File: src/rtl/wspf_pkg.sv
// shared types and constants of the weighted-sum peak finder
package wspf_pkg;

   // field widths fixed by the item format
   localparam int SAMPLE_FIELD_W = 16;
   localparam int ET_W           = 10;
   localparam int BIN_W          = 4;
   localparam int IDX_W          = 6;
   localparam int WEIGHT_W       = 10;
   localparam int CSR_DATA_W     = 16;
   localparam int CSR_INDEX_W    = 3;

   localparam logic [ET_W-1:0]  ET_MAX  = 10'h3FF;
   localparam logic [IDX_W-1:0] IDX_SAT = 6'd63;

   typedef logic signed [WEIGHT_W-1:0] wspf_weight_type;

   // register indexes of the control port
   typedef enum logic [CSR_INDEX_W-1:0] {
      CSR_WEIGHT_0       = 3'd0,
      CSR_WEIGHT_1       = 3'd1,
      CSR_WEIGHT_2       = 3'd2,
      CSR_WEIGHT_3       = 3'd3,
      CSR_PEAK_ENABLE    = 3'd4,
      CSR_PEAK_THRESHOLD = 3'd5,
      CSR_ALIGN_OFFSET   = 3'd6,
      CSR_OUTPUT_COUNT   = 3'd7
   } wspf_csr_type;

   // register reset values
   localparam wspf_weight_type WEIGHT_0_RST = 10'sd256;
   localparam wspf_weight_type WEIGHT_1_RST = 10'sd256;
   localparam wspf_weight_type WEIGHT_2_RST = 10'sd0;
   localparam wspf_weight_type WEIGHT_3_RST = 10'sd0;
   localparam logic              PEAK_ENABLE_RST = 1'b1;
   localparam logic [15:0]       PEAK_THRESHOLD_RST = 16'd0;
   localparam logic [BIN_W-1:0]  ALIGN_OFFSET_RST = 4'd2;
   localparam logic [BIN_W-1:0]  OUTPUT_COUNT_RST = 4'd4;

   // per-bin control that travels alongside the tap samples
   typedef struct packed {
      logic              peak_ok;  // sum may be shown (peak found or peak test off)
      logic              pegged;   // center sample above the output range
      logic              fine;
      logic [BIN_W-1:0]  bin;
      logic              last;
   } wspf_ctl_type;

endpackage

File: src/rtl/wspf_req_if.sv
// input channel: one tower sample per item
interface wspf_req_if
   import wspf_pkg::*;
   ();
   logic                      valid;
   logic                      ready;
   logic [SAMPLE_FIELD_W-1:0] sample_value;
   logic                      fine_bit;
   logic                      frame_start;

   modport source (output valid, sample_value, fine_bit, frame_start, input ready);
   modport sink   (input valid, sample_value, fine_bit, frame_start, output ready);
endinterface

File: src/rtl/wspf_rsp_if.sv
// result channel: one output bin per item
interface wspf_rsp_if
   import wspf_pkg::*;
   ();
   logic             valid;
   logic             ready;
   logic [ET_W-1:0]  tp_et;
   logic             fine_grain;
   logic [BIN_W-1:0] bin_index;
   logic             last_bin;

   modport source (output valid, tp_et, fine_grain, bin_index, last_bin, input ready);
   modport sink   (input valid, tp_et, fine_grain, bin_index, last_bin, output ready);
endinterface

File: src/rtl/wspf_sum.sv
// weighted sum datapath: tap products, sum, clamp and result register
module wspf_sum
   import wspf_pkg::*;
#(
   parameter int NUM_TAPS = 2,
   parameter int SAMPLE_W = 16
) (
   input  logic              clock,
   input  logic              reset,
   input  logic              in_valid,
   output logic              in_ready,
   input  logic [SAMPLE_W-1:0] in_tap [NUM_TAPS],
   input  wspf_ctl_type      in_ctl,
   input  wspf_weight_type   weight [4],
   wspf_rsp_if.source        rsp_ch
);

   localparam int PROD_W = SAMPLE_W + WEIGHT_W + 1;
   localparam int TERM_W = PROD_W - 8;
   localparam int SUM_W  = TERM_W + 2;

   logic                     prod_valid_ff;
   logic signed [TERM_W-1:0] term_ff [NUM_TAPS];
   logic signed [TERM_W-1:0] term_in [NUM_TAPS];
   wspf_ctl_type             prod_ctl_ff;
   logic                     prod_ready;

   logic                     out_valid_ff;
   logic [ET_W-1:0]          et_ff;
   logic [ET_W-1:0]          et_in;
   logic                     fine_ff;
   logic [BIN_W-1:0]         bin_ff;
   logic                     last_ff;
   logic                     out_ready;

   logic signed [SUM_W-1:0]  sum;
   logic [ET_W-1:0]          clamped;

   assign out_ready  = !out_valid_ff || rsp_ch.ready;
   assign prod_ready = !prod_valid_ff || out_ready;
   assign in_ready   = prod_ready;

   // tap products, each truncated toward zero after the signed Q2.8 weight scale
   always_comb begin
      logic signed [PROD_W-1:0] tap_s;
      logic signed [PROD_W-1:0] w_s;
      logic signed [PROD_W-1:0] prod;
      logic signed [PROD_W-1:0] adj;
      for (int t = 0; t < NUM_TAPS; t++) begin
         tap_s = {{(PROD_W-SAMPLE_W){1'b0}}, in_tap[t]};
         w_s   = {{(PROD_W-WEIGHT_W){weight[t][WEIGHT_W-1]}}, weight[t]};
         prod  = tap_s * w_s;
         adj   = prod + (prod[PROD_W-1] ? PROD_W'(255) : PROD_W'(0));
         term_in[t] = adj[PROD_W-1:8];
      end
   end

   // product stage
   always_ff @(posedge clock) begin
      if (reset) begin
         prod_valid_ff <= 1'b0;
      end else if (prod_ready) begin
         prod_valid_ff <= in_valid;
      end
      if (prod_ready && in_valid) begin
         term_ff     <= term_in;
         prod_ctl_ff <= in_ctl;
      end
   end

   // sum of terms and clamp to the output range; pegged bins show full scale, bins without a peak show zero
   always_comb begin
      sum = '0;
      for (int t = 0; t < NUM_TAPS; t++) begin
         sum = sum + {{(SUM_W-TERM_W){term_ff[t][TERM_W-1]}}, term_ff[t]};
      end
      if (sum[SUM_W-1]) begin
         clamped = '0;
      end else if ($unsigned(sum) > SUM_W'(ET_MAX)) begin
         clamped = ET_MAX;
      end else begin
         clamped = sum[ET_W-1:0];
      end
      if (prod_ctl_ff.pegged) begin
         et_in = ET_MAX;
      end else if (!prod_ctl_ff.peak_ok) begin
         et_in = '0;
      end else begin
         et_in = clamped;
      end
   end

   // result register
   always_ff @(posedge clock) begin
      if (reset) begin
         out_valid_ff <= 1'b0;
      end else if (out_ready) begin
         out_valid_ff <= prod_valid_ff;
      end
      if (out_ready && prod_valid_ff) begin
         et_ff   <= et_in;
         fine_ff <= prod_ctl_ff.fine && prod_ctl_ff.peak_ok;
         bin_ff  <= prod_ctl_ff.bin;
         last_ff <= prod_ctl_ff.last;
      end
   end

   assign rsp_ch.valid      = out_valid_ff;
   assign rsp_ch.tp_et      = et_ff;
   assign rsp_ch.fine_grain = fine_ff;
   assign rsp_ch.bin_index  = bin_ff;
   assign rsp_ch.last_bin   = last_ff;

endmodule

File: src/rtl/weighted_sum_peak_finder_core.sv
// top level of the weighted-sum peak finder for one trigger tower
//
// Usage:
//   req_ch carries one linearized sample per item with its fine-grain bit and a
//   frame-start mark. rsp_ch carries at most one output bin per item: the bin
//   for frame sample i leaves with the item that carries sample i+L, where
//   L = max(NUM_TAPS-1, 1). Items outside the output window give no result. The
//   csr_ port writes one register per cycle; the user must write only while the
//   block is idle, which the block itself does not enforce.
// Throughput and stages:
//   one item per cycle sustained; a result passes the window/bin stage, loaded
//   as its item is accepted, then the product stage, and the sum and clamp land
//   in the result register. Every stage can take a new item in each cycle in
//   which it is free, so nothing but rsp_ch stalls slows it.
// Reset:
//   synchronous, clears the sample windows, the frame index and all stage
//   valids and loads the register defaults; the stream counts as a frame
//   begun at reset.
// Stall:
//   each stage holds while the one after it is full and stalled, so req_ch
//   stays ready as long as any stage has room.
module weighted_sum_peak_finder_core
   import wspf_pkg::*;
#(
   parameter int NUM_TAPS    = 2,
   parameter int MAX_FRAME   = 16,
   parameter int SAMPLE_BITS = 16
) (
   input  logic                   clock,
   input  logic                   reset,
   input  logic                   csr_we,
   input  logic [CSR_INDEX_W-1:0] csr_index,
   input  logic [CSR_DATA_W-1:0]  csr_wdata,
   wspf_req_if.sink               req_ch,
   wspf_rsp_if.source             rsp_ch
);

   localparam int SampleW   = (SAMPLE_BITS < SAMPLE_FIELD_W) ? SAMPLE_BITS : SAMPLE_FIELD_W;
   localparam int Lookahead = (NUM_TAPS > 1) ? NUM_TAPS - 1 : 1;

   // control registers
   wspf_weight_type        weight_ff [4];
   logic                   peak_enable_ff;
   logic [15:0]            peak_threshold_ff;
   logic [BIN_W-1:0]       align_offset_ff;
   logic [BIN_W-1:0]       output_count_ff;

   // sample history and frame index
   logic [SampleW-1:0]     win_ff [4];
   logic                   fwin_ff [4];
   logic [IDX_W-1:0]       index_ff;
   logic [IDX_W-1:0]       index_in;

   // first stage
   logic                   s1_valid_ff;
   logic [SampleW-1:0]     s1_tap_ff [NUM_TAPS];
   logic [SampleW-1:0]     s1_tap_in [NUM_TAPS];
   wspf_ctl_type           s1_ctl_ff;
   wspf_ctl_type           s1_ctl_in;
   logic                   emit_in;
   logic                   s2_ready;
   logic                   req_fire;

   logic [SampleW-1:0]     s [5];
   logic                   f [5];
   logic [IDX_W-1:0]       n;

   assign req_ch.ready = !s1_valid_ff || s2_ready;
   assign req_fire     = req_ch.valid && req_ch.ready;

   // control register writes
   always_ff @(posedge clock) begin
      if (reset) begin
         weight_ff[0]      <= WEIGHT_0_RST;
         weight_ff[1]      <= WEIGHT_1_RST;
         weight_ff[2]      <= WEIGHT_2_RST;
         weight_ff[3]      <= WEIGHT_3_RST;
         peak_enable_ff    <= PEAK_ENABLE_RST;
         peak_threshold_ff <= PEAK_THRESHOLD_RST;
         align_offset_ff   <= ALIGN_OFFSET_RST;
         output_count_ff   <= OUTPUT_COUNT_RST;
      end else if (csr_we) begin
         case (wspf_csr_type'(csr_index))
            CSR_WEIGHT_0:       weight_ff[0] <= csr_wdata[WEIGHT_W-1:0];
            CSR_WEIGHT_1:       weight_ff[1] <= csr_wdata[WEIGHT_W-1:0];
            CSR_WEIGHT_2:       weight_ff[2] <= csr_wdata[WEIGHT_W-1:0];
            CSR_WEIGHT_3:       weight_ff[3] <= csr_wdata[WEIGHT_W-1:0];
            CSR_PEAK_ENABLE:    peak_enable_ff <= csr_wdata[0];
            CSR_PEAK_THRESHOLD: peak_threshold_ff <= csr_wdata[15:0];
            CSR_ALIGN_OFFSET:   align_offset_ff <= csr_wdata[BIN_W-1:0];
            CSR_OUTPUT_COUNT:   output_count_ff <= csr_wdata[BIN_W-1:0];
            default: ;
         endcase
      end
   end

   // current sample and the window as seen by this item (cleared at frame start)
   always_comb begin
      s[0] = req_ch.sample_value[SampleW-1:0];
      f[0] = req_ch.fine_bit;
      for (int k = 0; k < 4; k++) begin
         s[k+1] = req_ch.frame_start ? '0 : win_ff[k];
         f[k+1] = req_ch.frame_start ? 1'b0 : fwin_ff[k];
      end
      n        = req_ch.frame_start ? '0 : index_ff;
      index_in = (n < IDX_SAT) ? n + 1'b1 : IDX_SAT;
   end

   // output window decision, peak test and tap selection
   always_comb begin
      logic [IDX_W-1:0]   idx;
      logic [IDX_W-1:0]   win_end;
      logic [IDX_W-1:0]   bin_full;
      logic [SampleW-1:0] cur;
      logic               peak;
      idx      = n - IDX_W'(Lookahead);
      win_end  = IDX_W'(align_offset_ff) + IDX_W'(output_count_ff);
      bin_full = idx - IDX_W'(align_offset_ff);
      emit_in  = (n >= IDX_W'(Lookahead)) && ({1'b0, n} < (IDX_W+1)'(MAX_FRAME))
                 && (output_count_ff != '0)
                 && (idx >= IDX_W'(align_offset_ff)) && (idx < win_end);
      cur  = s[Lookahead];
      peak = (cur > s[Lookahead+1]) && (cur >= s[Lookahead-1])
             && (16'(cur) > peak_threshold_ff);
      s1_ctl_in.peak_ok = !peak_enable_ff || peak;
      s1_ctl_in.pegged  = (SampleW'(ET_MAX) < cur);
      s1_ctl_in.fine    = f[Lookahead];
      s1_ctl_in.bin     = bin_full[BIN_W-1:0];
      s1_ctl_in.last    = ((BIN_W+1)'(bin_full[BIN_W-1:0]) + 1'b1)
                          == (BIN_W+1)'(output_count_ff);
      for (int t = 0; t < NUM_TAPS; t++) begin
         s1_tap_in[t] = s[Lookahead-t];
      end
   end

   // window shift and frame index
   always_ff @(posedge clock) begin
      if (reset) begin
         for (int k = 0; k < 4; k++) begin
            win_ff[k]  <= '0;
            fwin_ff[k] <= 1'b0;
         end
         index_ff <= '0;
      end else if (req_fire) begin
         for (int k = 0; k < 4; k++) begin
            win_ff[k]  <= s[k];
            fwin_ff[k] <= f[k];
         end
         index_ff <= index_in;
      end
   end

   // first stage register
   always_ff @(posedge clock) begin
      if (reset) begin
         s1_valid_ff <= 1'b0;
      end else if (req_fire) begin
         s1_valid_ff <= emit_in;
      end else if (s2_ready) begin
         s1_valid_ff <= 1'b0;
      end
      if (req_fire) begin
         s1_tap_ff <= s1_tap_in;
         s1_ctl_ff <= s1_ctl_in;
      end
   end

   wspf_sum #(
      .NUM_TAPS (NUM_TAPS),
      .SAMPLE_W (SampleW)
   ) u_sum (
      .clock    (clock),
      .reset    (reset),
      .in_valid (s1_valid_ff),
      .in_ready (s2_ready),
      .in_tap   (s1_tap_ff),
      .in_ctl   (s1_ctl_ff),
      .weight   (weight_ff),
      .rsp_ch   (rsp_ch)
   );

endmodule
File: src/flat_wrapper.sv
// flat-port wrapper written by rule: the top's interface ports become plain ports
module weighted_sum_peak_finder_core_flat import wspf_pkg::*;
#(
   parameter int NUM_TAPS    = 2,
   parameter int MAX_FRAME   = 16,
   parameter int SAMPLE_BITS = 16
)
  (clock, reset, csr_we, csr_index, csr_wdata, req_ch_valid, req_ch_sample_value, req_ch_fine_bit, req_ch_frame_start, req_ch_ready, rsp_ch_valid, rsp_ch_tp_et, rsp_ch_fine_grain, rsp_ch_bin_index, rsp_ch_last_bin, rsp_ch_ready);
  wspf_req_if req_ch_i ();
  wspf_rsp_if rsp_ch_i ();
  input  logic clock;
  input  logic reset;
  input  logic csr_we;
  input  logic [CSR_INDEX_W-1:0] csr_index;
  input  logic [CSR_DATA_W-1:0] csr_wdata;
  input wire logic [$bits(req_ch_i.valid)-1:0] req_ch_valid;
  input wire logic [$bits(req_ch_i.sample_value)-1:0] req_ch_sample_value;
  input wire logic [$bits(req_ch_i.fine_bit)-1:0] req_ch_fine_bit;
  input wire logic [$bits(req_ch_i.frame_start)-1:0] req_ch_frame_start;
  output wire logic [$bits(req_ch_i.ready)-1:0] req_ch_ready;
  output wire logic [$bits(rsp_ch_i.valid)-1:0] rsp_ch_valid;
  output wire logic [$bits(rsp_ch_i.tp_et)-1:0] rsp_ch_tp_et;
  output wire logic [$bits(rsp_ch_i.fine_grain)-1:0] rsp_ch_fine_grain;
  output wire logic [$bits(rsp_ch_i.bin_index)-1:0] rsp_ch_bin_index;
  output wire logic [$bits(rsp_ch_i.last_bin)-1:0] rsp_ch_last_bin;
  input wire logic [$bits(rsp_ch_i.ready)-1:0] rsp_ch_ready;
  assign req_ch_i.valid = req_ch_valid;
  assign req_ch_i.sample_value = req_ch_sample_value;
  assign req_ch_i.fine_bit = req_ch_fine_bit;
  assign req_ch_i.frame_start = req_ch_frame_start;
  assign req_ch_ready = req_ch_i.ready;
  assign rsp_ch_valid = rsp_ch_i.valid;
  assign rsp_ch_tp_et = rsp_ch_i.tp_et;
  assign rsp_ch_fine_grain = rsp_ch_i.fine_grain;
  assign rsp_ch_bin_index = rsp_ch_i.bin_index;
  assign rsp_ch_last_bin = rsp_ch_i.last_bin;
  assign rsp_ch_i.ready = rsp_ch_ready;
  weighted_sum_peak_finder_core #(.NUM_TAPS(NUM_TAPS), .MAX_FRAME(MAX_FRAME), .SAMPLE_BITS(SAMPLE_BITS)) u_core (.clock(clock), .reset(reset), .csr_we(csr_we), .csr_index(csr_index), .csr_wdata(csr_wdata), .req_ch(req_ch_i), .rsp_ch(rsp_ch_i));
endmodule
File: config.mk
export PLATFORM = sky130hd
export DESIGN_NAME = weighted_sum_peak_finder_core_flat
export DESIGN_NICKNAME = d
export VERILOG_FILES = /design/src/rtl/wspf_pkg.sv /design/src/rtl/wspf_req_if.sv /design/src/rtl/wspf_rsp_if.sv /design/src/rtl/wspf_sum.sv /design/src/rtl/weighted_sum_peak_finder_core.sv /design/src/flat_wrapper.sv
export SDC_FILE = /design/constraint.sdc
export NUM_CORES = 1
export LEC_CHECK = 0
export ABC_AREA = 1
export BUFFER_PORTS_ARGS = -buffer_cell sky130_fd_sc_hd__buf_4
export CAP_MARGIN = 15
export CORE_MARGIN = 2
export CORE_UTILIZATION = 65
export CTS_CLUSTER_SIZE = 20
export DETAILED_ROUTE_END_ITERATION = 6
export PLACE_DENSITY = 0.85
export SYNTH_ARGS = -nofsm -noshare
export SYNTH_HDL_FRONTEND = slang
export SYNTH_SLANG_ARGS = --single-unit
File: constraint.sdc
create_clock -name clock -period 7.2 [get_ports clock]
set_input_delay 1.08 -clock clock [delete_from_list [all_inputs] [get_ports clock]]
set_output_delay 1.08 -clock clock [all_outputs]
set_load 0.02 [all_outputs]
# Word-level counts from Yosys, hierarchy flattened

Memory sizes are Yosys's and may differ from the RTL's.
Index checks and enable logic that the tools add are counted.

Add/sub/neg operators: 8
Multiply operators: 2
$lt $le $gt $ge: 10
Equal/unequal tests: 6
Mux-type cells: 28
Bitwise logic cells: 8
Reduce and logical (&&, ||, !) cells: 27

Operators with widths:

| operator                                                        | count |
|---|---|
| 2-to-1 mux 16 bit                                               | 7 |
| adder 27 x 9 -> 27 bit                                          | 2 |
| multiplier 17 x 10 -> 27 bit                                    | 2 |
| greater-than comparator 16 bit                                  | 2 |
| 2-to-1 mux 10 bit                                               | 3 |
| greater-than comparator 21 x 10 -> 1 bit, second input constant | 1 |
| adder 19 x 19 -> 20 bit                                         | 1 |
| >= comparator 16 bit                                            | 1 |
| less-than comparator 10 x 16 -> 1 bit, first input constant     | 1 |
| 2-to-1 mux 8 bit                                                | 2 |
| 2-to-1 mux 1 bit                                                | 14 |
| equality test 3 bit, second input constant                      | 4 |
| 2-to-1 mux 6 bit                                                | 2 |
| AND reduction 2 bit                                             | 6 |
| logical AND 1 bit                                               | 10 |
| OR 1 bit                                                        | 8 |
| adder 6 x 1 -> 6 bit, second input constant                     | 1 |
| >= comparator 6 x 1 -> 1 bit, second input constant             | 1 |
| >= comparator 6 x 4 -> 1 bit                                    | 1 |
| less-than comparator 6 x 5 -> 1 bit                             | 1 |
| less-than comparator 6 x 5 -> 1 bit, second input constant      | 1 |
| less-than comparator 6 bit, second input constant               | 1 |
| subtractor 6 x 1 -> 6 bit, second input constant                | 1 |
| adder 4 x 1 -> 5 bit, second input constant                     | 1 |
| other kinds (9)                                                 | 15 |

Register bits: 156
RAM bits: 68
Bits of input ports: 42
Output and inout bits: 18
Logic and storage cells: 119
Memories: 2

Memory list:

| memory         | words | bits a word | read ports | clocked after memory_dff | write ports | RTL line                            | RTL |
|---|---|---|---|---|---|---|---|
| u_core.win_ff  | 4     | 16          | 3          | 0                        | 4           | weighted_sum_peak_finder_core.sv:49 | `logic [SampleW-1:0] win_ff [4];` |
| u_core.fwin_ff | 4     | 1           | 3          | 0                        | 4           | weighted_sum_peak_finder_core.sv:50 | `logic fwin_ff [4];` |

# Logic depth before layout (Yosys ltp)

Gate-level depths: netlist (run 1).

Depth after elaboration: 9
Depth in mapped cells: 35
Depth with buffers taken out: 33

# Cells and area by module

Synthesis (run 1) repeated with hierarchy kept, for this count alone.

Cell total of the unflattened synthesis: 3164
Area total of the unflattened synthesis: 23814.1 sq um

By module, submodules not included:

| module                        | instances | cells an instance | area each (sq um) | seq. area each (sq um) |
|---|---|---|---|---|
| wspf_sum                      | 1         | 2354              | 16732.3           | 1901.8 |
| weighted_sum_peak_finder_core | 1         | 810               | 7081.8            | 3633.5 |

# Worst setup path after synthesis (run 1)

No wires, ideal clock.

Path type: register -> register
Start: register u_core.weight_ff[38] in the netlist's numbering
End: register u_core.u_sum.term_ff[36] in the netlist's numbering, data pin
Library setup time: 252 ps
Arrival: 5696 ps
Required time: 6948 ps
Slack: 1251 ps
Cell stages (with the launch flop): 28
Path buffers: 2
Period minus slack after synthesis: 5949 ps
Cell sequence: dfxtp_1 -> clkbuf_1 -> clkbuf_1 -> nand2_1 -> fa_1 -> fa_1 -> inv_1 -> fa_1 -> fa_1 -> inv_1 -> fa_1 -> inv_1 -> ha_1 -> nand2_1 -> inv_1 -> a21oi_1 -> nand2_2 -> nand2_4 -> nand3_2 -> nand2_4 -> nand2_8 -> ha_1 -> nand3_1 -> nand2_1 -> a21oi_4 -> nand2_4 -> nand3b_1 -> nand2_1

RTL lines:

| item                 | RTL line                            | RTL |
|---|---|---|
| from (decl)          | weighted_sum_peak_finder_core.sv:42 | `wspf_weight_type weight_ff [4];` |
| to (signal assigned) | wspf_sum.sv:66                      | `term_ff <= term_in;` |
| to (decl)            | wspf_sum.sv:23                      | `logic signed [TERM_W-1:0] term_ff [NUM_TAPS];` |

==> results of run 1 <==
-- logic make-up (layout without fill, tap and decap cells) --
logic type	count (synthesis)	in the layout	synth area share
compound gates	246	246	0.0605
xor+xnor	63	63	0.0248
fa+ha+maj	466	466	0.333
buf+inv	748	754	0.125
flops	189	189	0.228
simple gates	1214	1214	0.229
-- cell usage after synthesis, types with 6 or more instances --
master and number:
a211oi_1 7, a21o_1 7, a21oi_1 118, buf_1 8
clkbuf_1 81, dfxtp_1 54, edfxtp_1 135, fa_1 225
ha_1 241, inv_1 648, nand2_1 713, nand2_2 11
nand3_1 112, nand3b_1 12, nand4_1 41, nor2_1 232
nor2_2 9, nor3_1 33, nor4_1 6, o21ai_0 78
o21bai_1 8, o22ai_1 6, or2_2 16, xnor2_1 21
xor2_1 41
-- path summary, 6_finish.rpt --
path                                      endpoint
max             u_core.u_sum.term_ff[27]$_DFFE_PP_
min          u_core.u_sum.prod_ctl_ff[3]$_DFFE_PP_
max reg2reg     u_core.u_sum.term_ff[27]$_DFFE_PP_
min reg2reg  u_core.u_sum.prod_ctl_ff[3]$_DFFE_PP_
-- sequential cells by signal, summed over array words and instances, names as in the netlist, 4 cells and up --
register and cells:
u_core.output_count_ff 4, u_core.u_sum.rsp_ch.tp_et 10, u_core.win_ff 32, u_core.u_sum.rsp_ch.bin_index 4
u_core.s1_ctl_ff 8, u_core.peak_threshold_ff 16, u_core.s1_tap_ff 32, u_core.u_sum.prod_ctl_ff 8
u_core.u_sum.term_ff 38, u_core.align_offset_ff 4, u_core.weight_ff 20, u_core.index_ff 6
-- per-layer routing --
metal	up-vias	global-route usage	wire length, um
li1	9003	-	-
met1	9030	0.402	22100
met2	816	0.543	26900
met3	157	0.0381	3880
met4	0	0.117	1790
met5	-	0	0
-- metrics by stage --
| step | instances | instance area (sq um) | power, mW |
|---|---|---|---|
| 6_report | 3387 | 23900 | 3.54 |
| 5_1_grt | 3387 | 23900 | 3.75 |
| 4_1_cts | 3386 | 23900 | 3.53 |
| 3_5_place_dp | 3354 | 23300 | 2.52 |
| 3_3_place_gp | 3354 | 23300 | 2.48 |
| 2_1_floorplan | 2926 | 22600 | 2.21 |
-- final cells by class --
| class | instances | area (sq um) | area share |
|---|---|---|---|
| clock inverter | 14 | 198 | 0.00826 |
| timing repair buffer | 66 | 503 | 0.0210 |
| sequential | 189 | 5130 | 0.215 |
| tap | 455 | 569 | 0.0238 |
| inverter | 656 | 2460 | 0.103 |
| clock buffer | 18 | 429 | 0.0179 |
| multi-input combinational | 1989 | 14600 | 0.611 |
-- where the power goes --
group | total [mW] | internal (mW) | switching, mW | leakage (nW)
registers | 1.30 | 1.23 | 0.0726 | 1.76
logic | 1.23 | 0.431 | 0.797 | 10.9
clock network | 1.01 | 0.531 | 0.479 | 0.296
==> results.py, run 1 <==
metrics = {
    "grt": {
        "grt_remaining_overflow": 0,
        "grt_pass1_vias": 18977,
        "groute.usage.overall": 0.313,
        "antenna_found_initial": 0,
        "grt_pass1_wl_um": 90500,
        "pin_count_of_the_biggest_net_entering_global_routing": 47,
    },
    "worst_setup_path": {
        "r2r-start": "u_core.weight_ff[39]$_SDFFE_PP0P_",
        "cpLargestDelayFamily": "adder cells",
        "cp_num_cells": 26,
        "timing_worst_setup_path_type": "reg -> reg",
        "cp_num_buf_inv": 5,
        "timing.critical_path.arrival_ns": 6.71,
        "worst_path_largest_cell_delay_ns": 0.55,
        "timing.critical_path.from_type": "flop",
        "worst_ep_required_time_ns": 7.42,
        "worstRegToRegCells": 26,
        "critical_path.startpoint": "u_core.weight_ff[39]$_SDFFE_PP0P_",
        "worst-path-max-fanout": 17,
        "critPathCaptureType": "flop",
        "reg2reg_setup_slack_ns": 0.70,
        "crit_slowest_cell": "fa_1",
    },
    "timing": {
        "timing.fmax_mhz": 154,
        "clock_skew_ns": 0.0157,
        "hold_slack_ns": 0.424,
        "timing.final.crit_period_ns": 6.50,
        "timing.setup.tns_ns": 0,
        "final-max-slew-violation-count": 0,
        "worstMarginPinSlew_ns": 0.870,
        "timing.final.ws_setup_ns": 0.704,
        "min_period_over_period": 0.902,
        "finalHoldViolations": 0,
        "rsz0062_at_grt": "false",
        "finalSetupViolCount": 0,
        "max_slew_margin": 0.415,
    },
    "synth": {
        "synth.distinct_cells": 56,
        "syn_nets": 3434,
        "number_of_synthesized_flops_with_an_enable_pin": 135,
        "ys_async_sr_fraction": 0,
        "yosys_warnings": 0,
        "synth_seq_area_share": 0.228,
        "synthesis.area_per_instance_sq_um": 7.71,
        "synth_top_area_cell": "fa_1",
        "ys_seq_elements": 189,
        "synth_ff_type": "edfxtp_1",
        "top_cell_type_s_share_of_synthesized_area": 0.200,
        "post_synth_instance_area_sq_mm": 0.0226,
        "post_synth_inst_count": 2926,
        "post_synth_main_area_contributors": "fa_1 20%, edfxtp_1 18%, ha_1 13%",
    },
    "cells_and_area": {
        "drive_above_1_share": 0.0546,
        "num-nets-final": 3427,
        "post-route-util": 0.696,
        "mostFrequentLayoutCell": "nand2_1",
        "ant_diodes": 0,
        "fillerInstances": 2668,
        "commonest_non_fill_non_tap_cells_in_the_layout": "713 x nand2_1, 647 x inv_1, 241 x ha_1",
        "syn_to_final_growth_pct": 6.00,
    },
    "routing": {
        "drt-wirelength-per-cell_um": 16.1,
        "via_count": 19006,
        "antenna_violating_nets_post_route": 0,
        "avgViaCountPerCell": 5.61,
        "totalWireLength_um": 54600,
        "drcViolationCount": 0,
        "detailedRoute.firstIterationViolations": 1538,
        "drt_pre_antenna_iters": 6,
    },
    "cts": {
        "cts_htree_levels": 4,
        "cts_post_setup_buffers_inserted": 0,
        "clkSinkCount": 189,
        "post_cts_resize_count": 0,
        "cts_made_buffers": 17,
        "cts_root_cell": "clkbuf_16",
        "clock_tree_from_tritoncts": "done",
        "clock_path_buffers": 2,
        "cts-hold-fix-buffers": 0,
        "clock_pin_transition_on_the_worst_setup_and_hold_timing_paths_ns": 0.08,
        "insertion_delay_ns": 0.46,
    },
    "floorplan": {
        "design.core.area_sq_mm": 0.0344,
        "row_count": 68,
        "floorplan.io_pins": 60,
        "floorplan.die.width_um": 190,
        "die_y_um": 190,
        "die-area_sq_mm": 0.0362,
        "initial_core_util": 0.657,
    },
    "power_and_ir_drop": {
        "vdd.ir_drop.worst_mv": 0.193,
        "power-per-cell-area_mw_per_mm2": 148,
        "p_leak_nw": 12.9,
    },
    "place": {
        "post-dp-hpwl_um": 44100,
        "numPortBuffers": 59,
        "preCtsSetupSlack_ns": 0.712,
        "gp_congestion": 0.946,
    },
    "hold_path": {
        "worstHoldPathCells": 0,
        "hp-start": "u_core.s1_ctl_ff[3]$_DFFE_PP_",
        "timing.hold.worst.class": "reg -> reg",
    },
    "flow_run": {
        "timing.max_cap.violations": 0,
    },
    "run_status": {
        "status": "complete, no violations",
    },
}
No activity file was read; power rests on OpenSTA's default activity.
==> run 2, diff against run 1 <==
- REMOVE_ABC_BUFFERS: default -> 1
==> results.py, run 2 (synthesized netlist as in run 1, its figures left out) <==
metrics = {
    "run_status": {
        "status": "complete, but fails checks",
        "failed_checks": "DRC",
    },
    "hold_path": {
        "worst_hold_path.endpoint": "u_core.u_sum.prod_ctl_ff[4]$_DFFE_PP_",
        "worstHoldPathCells": 0,
        "hp-start": "u_core.s1_ctl_ff[4]$_DFFE_PP_",
        "timing.hold.worst.class": "reg -> reg",
    },
    "cells_and_area": {
        "post-route-cell-area_sq_mm": 0.0238,
        "register_with_the_most_flip_flops": "u_core.u_sum.term_ff",
        "num-nets-final": 3425,
        "mostFrequentLayoutCell": "nand2_1",
        "commonest_non_fill_non_tap_cells_in_the_layout": "713 x nand2_1, 647 x inv_1, 241 x ha_1",
        "post-route-util": 0.694,
        "ant_diodes": 0,
        "syn_to_final_growth_pct": 5.66,
        "drive_above_1_share": 0.0536,
        "reg.largest.list": "u_core.u_sum.term_ff (38), u_core.s1_tap_ff (32), u_core.win_ff (32)",
        "largest_reg_flops": 38,
    },
    "timing": {
        "max_slew_margin": 0.267,
        "timing.setup.tns_ns": 0,
        "min_period_over_period": 0.899,
        "final-max-slew-violation-count": 0,
        "finalHoldViolations": 0,
        "rsz0062_at_grt": "false",
        "worstMarginPinSlew_ns": 1.10,
        "clock_skew_ns": 0.00930,
        "timing.final.ws_setup_ns": 0.730,
        "timing.fmax_mhz": 155,
        "timing.final.crit_period_ns": 6.47,
        "finalSetupViolCount": 0,
    },
    "routing": {
        "drt-wirelength-per-cell_um": 16.1,
        "totalWireLength_um": 54600,
        "antenna_violating_nets_post_route": 0,
        "drcViolationCount": 1,
        "detailedRoute.firstIterationViolations": 1340,
        "avgViaCountPerCell": 5.55,
        "via_count": 18773,
        "drt_pre_antenna_iters": 7,
    },
    "worst_setup_path": {
        "cpLargestDelayFamily": "adder cells",
        "worst_path_largest_cell_delay_ns": 0.55,
        "worst_ep_required_time_ns": 7.42,
        "worstRegToRegCells": 27,
        "r2r-start": "u_core.weight_ff[39]$_SDFFE_PP0P_",
        "timing.critical_path.arrival_ns": 6.69,
        "r2r_end": "u_core.u_sum.term_ff[35]$_DFFE_PP_",
        "worst-path-max-fanout": 17,
        "critPathCaptureType": "flop",
        "most_numerous_cell_on_the_critical_path": "nand2_1",
        "reg2reg_setup_slack_ns": 0.73,
        "timing.critical_path.from_type": "flop",
        "timing_worst_setup_path_type": "reg -> reg",
        "cp_num_buf_inv": 5,
        "crit_slowest_cell": "fa_1",
    },
    "place": {
        "post-dp-hpwl_um": 44100,
        "gp_congestion": 0.910,
        "numPortBuffers": 59,
        "placed_cell_area_sq_mm": 0.0233,
        "preCtsSetupSlack_ns": 0.710,
    },
    "cts": {
        "clkSinkCount": 189,
        "clock_path_buffers": 2,
        "cts_made_buffers": 17,
        "cts_post_setup_buffers_inserted": 0,
        "cts_htree_levels": 4,
        "cts_root_cell": "clkbuf_16",
        "clock_tree_from_tritoncts": "done",
        "cts-hold-fix-buffers": 0,
        "post_cts_resize_count": 0,
        "clock_pin_transition_on_the_worst_setup_and_hold_timing_paths_ns": 0.07,
        "insertion_delay_ns": 0.46,
    },
    "power_and_ir_drop": {
        "power.switching_fraction": 0.379,
        "vdd.ir_drop.worst_mv": 0.172,
        "combPwrFrac": 0.352,
        "p_leak_nw": 12.9,
        "power-per-cell-area_mw_per_mm2": 146,
        "sequential_share_of_power": 0.375,
        "p_int_mw": 2.16,
        "net-switching-power_mw": 1.32,
        "pwr-share-clk": 0.274,
    },
    "flow_run": {
        "timing.max_cap.violations": 0,
    },
    "floorplan": {
        "die_y_um": 190,
        "floorplan.io_pins": 60,
        "design.core.area_sq_mm": 0.0344,
        "floorplan.die.width_um": 190,
        "die-area_sq_mm": 0.0362,
        "initial_core_util": 0.657,
        "row_count": 68,
    },
    "grt": {
        "grt_pass1_vias": 19187,
        "antenna_found_initial": 0,
        "grt_remaining_overflow": 0,
        "pin_count_of_the_biggest_net_entering_global_routing": 47,
        "grt_pass1_wl_um": 91400,
        "groute.usage.overall": 0.318,
    },
}
## run 2: cell type report
| type | count | area [sq um] |
|---|---|---|
| sequential | 189 | 5130 |
| timing repair buffer | 64 | 480 |
| clock inverter | 10 | 109 |
| inverter | 656 | 2460 |
| tap | 455 | 569 |
| multi-input combinational | 1989 | 14600 |
| clock buffer | 22 | 464 |
| fill | 2750 | 10500 |
## run 2: per-stage QoR
stage	instances	hold WS (ns)	total power, mW
after floorplan	2834	0.400	2.20
after global placement	3353	0.405	2.48
after detailed placement	3353	0.406	2.52
after CTS	3385	0.428	3.47
after global routing	3385	0.438	3.71
final	3385	0.427	3.48
## run 2: worst max path at each step
stage / cells past startpoint / endpoint / from / slack, ns
6_report: 27 / u_core.u_sum.term_ff[35]$_DFFE_PP_ / u_core.weight_ff[39]$_SDFFE_PP0P_ / 0.73
5_1_grt: 27 / u_core.u_sum.term_ff[35]$_DFFE_PP_ / u_core.weight_ff[39]$_SDFFE_PP0P_ / 0.24
4_1_cts: 27 / u_core.u_sum.term_ff[14]$_DFFE_PP_ / u_core.weight_ff[29]$_SDFFE_PP0P_ / 0.68
3_5_place_dp: 27 / u_core.u_sum.term_ff[14]$_DFFE_PP_ / u_core.weight_ff[29]$_SDFFE_PP0P_ / 0.71
3_3_place_gp: 27 / u_core.u_sum.term_ff[14]$_DFFE_PP_ / u_core.weight_ff[29]$_SDFFE_PP0P_ / 0.84
2_1_floorplan: 26 / u_core.u_sum.term_ff[36]$_DFFE_PP_ / u_core.weight_ff[39]$_SDFFE_PP0P_ / 1.29
## run 2: metal layers
layer | GRT usage | vias up | part of all wire
met5 | 0 | - | 0
met2 | 0.555 | 790 | 0.49
li1 | - | 8999 | -
met3 | 0.0482 | 154 | 0.077
met4 | 0.126 | 0 | 0.033
met1 | 0.396 | 8830 | 0.40
## run 2: power groups by stage
stage                     Clock (mW)  Combinational [mW]  Sequential, mW
after CTS                      0.955                1.21            1.30
after detailed placement           0                1.20            1.32
after global placement             0                1.16            1.32
final                          0.953                1.22            1.30
after floorplan                    0               0.908            1.29
after global routing           0.995                1.41            1.31
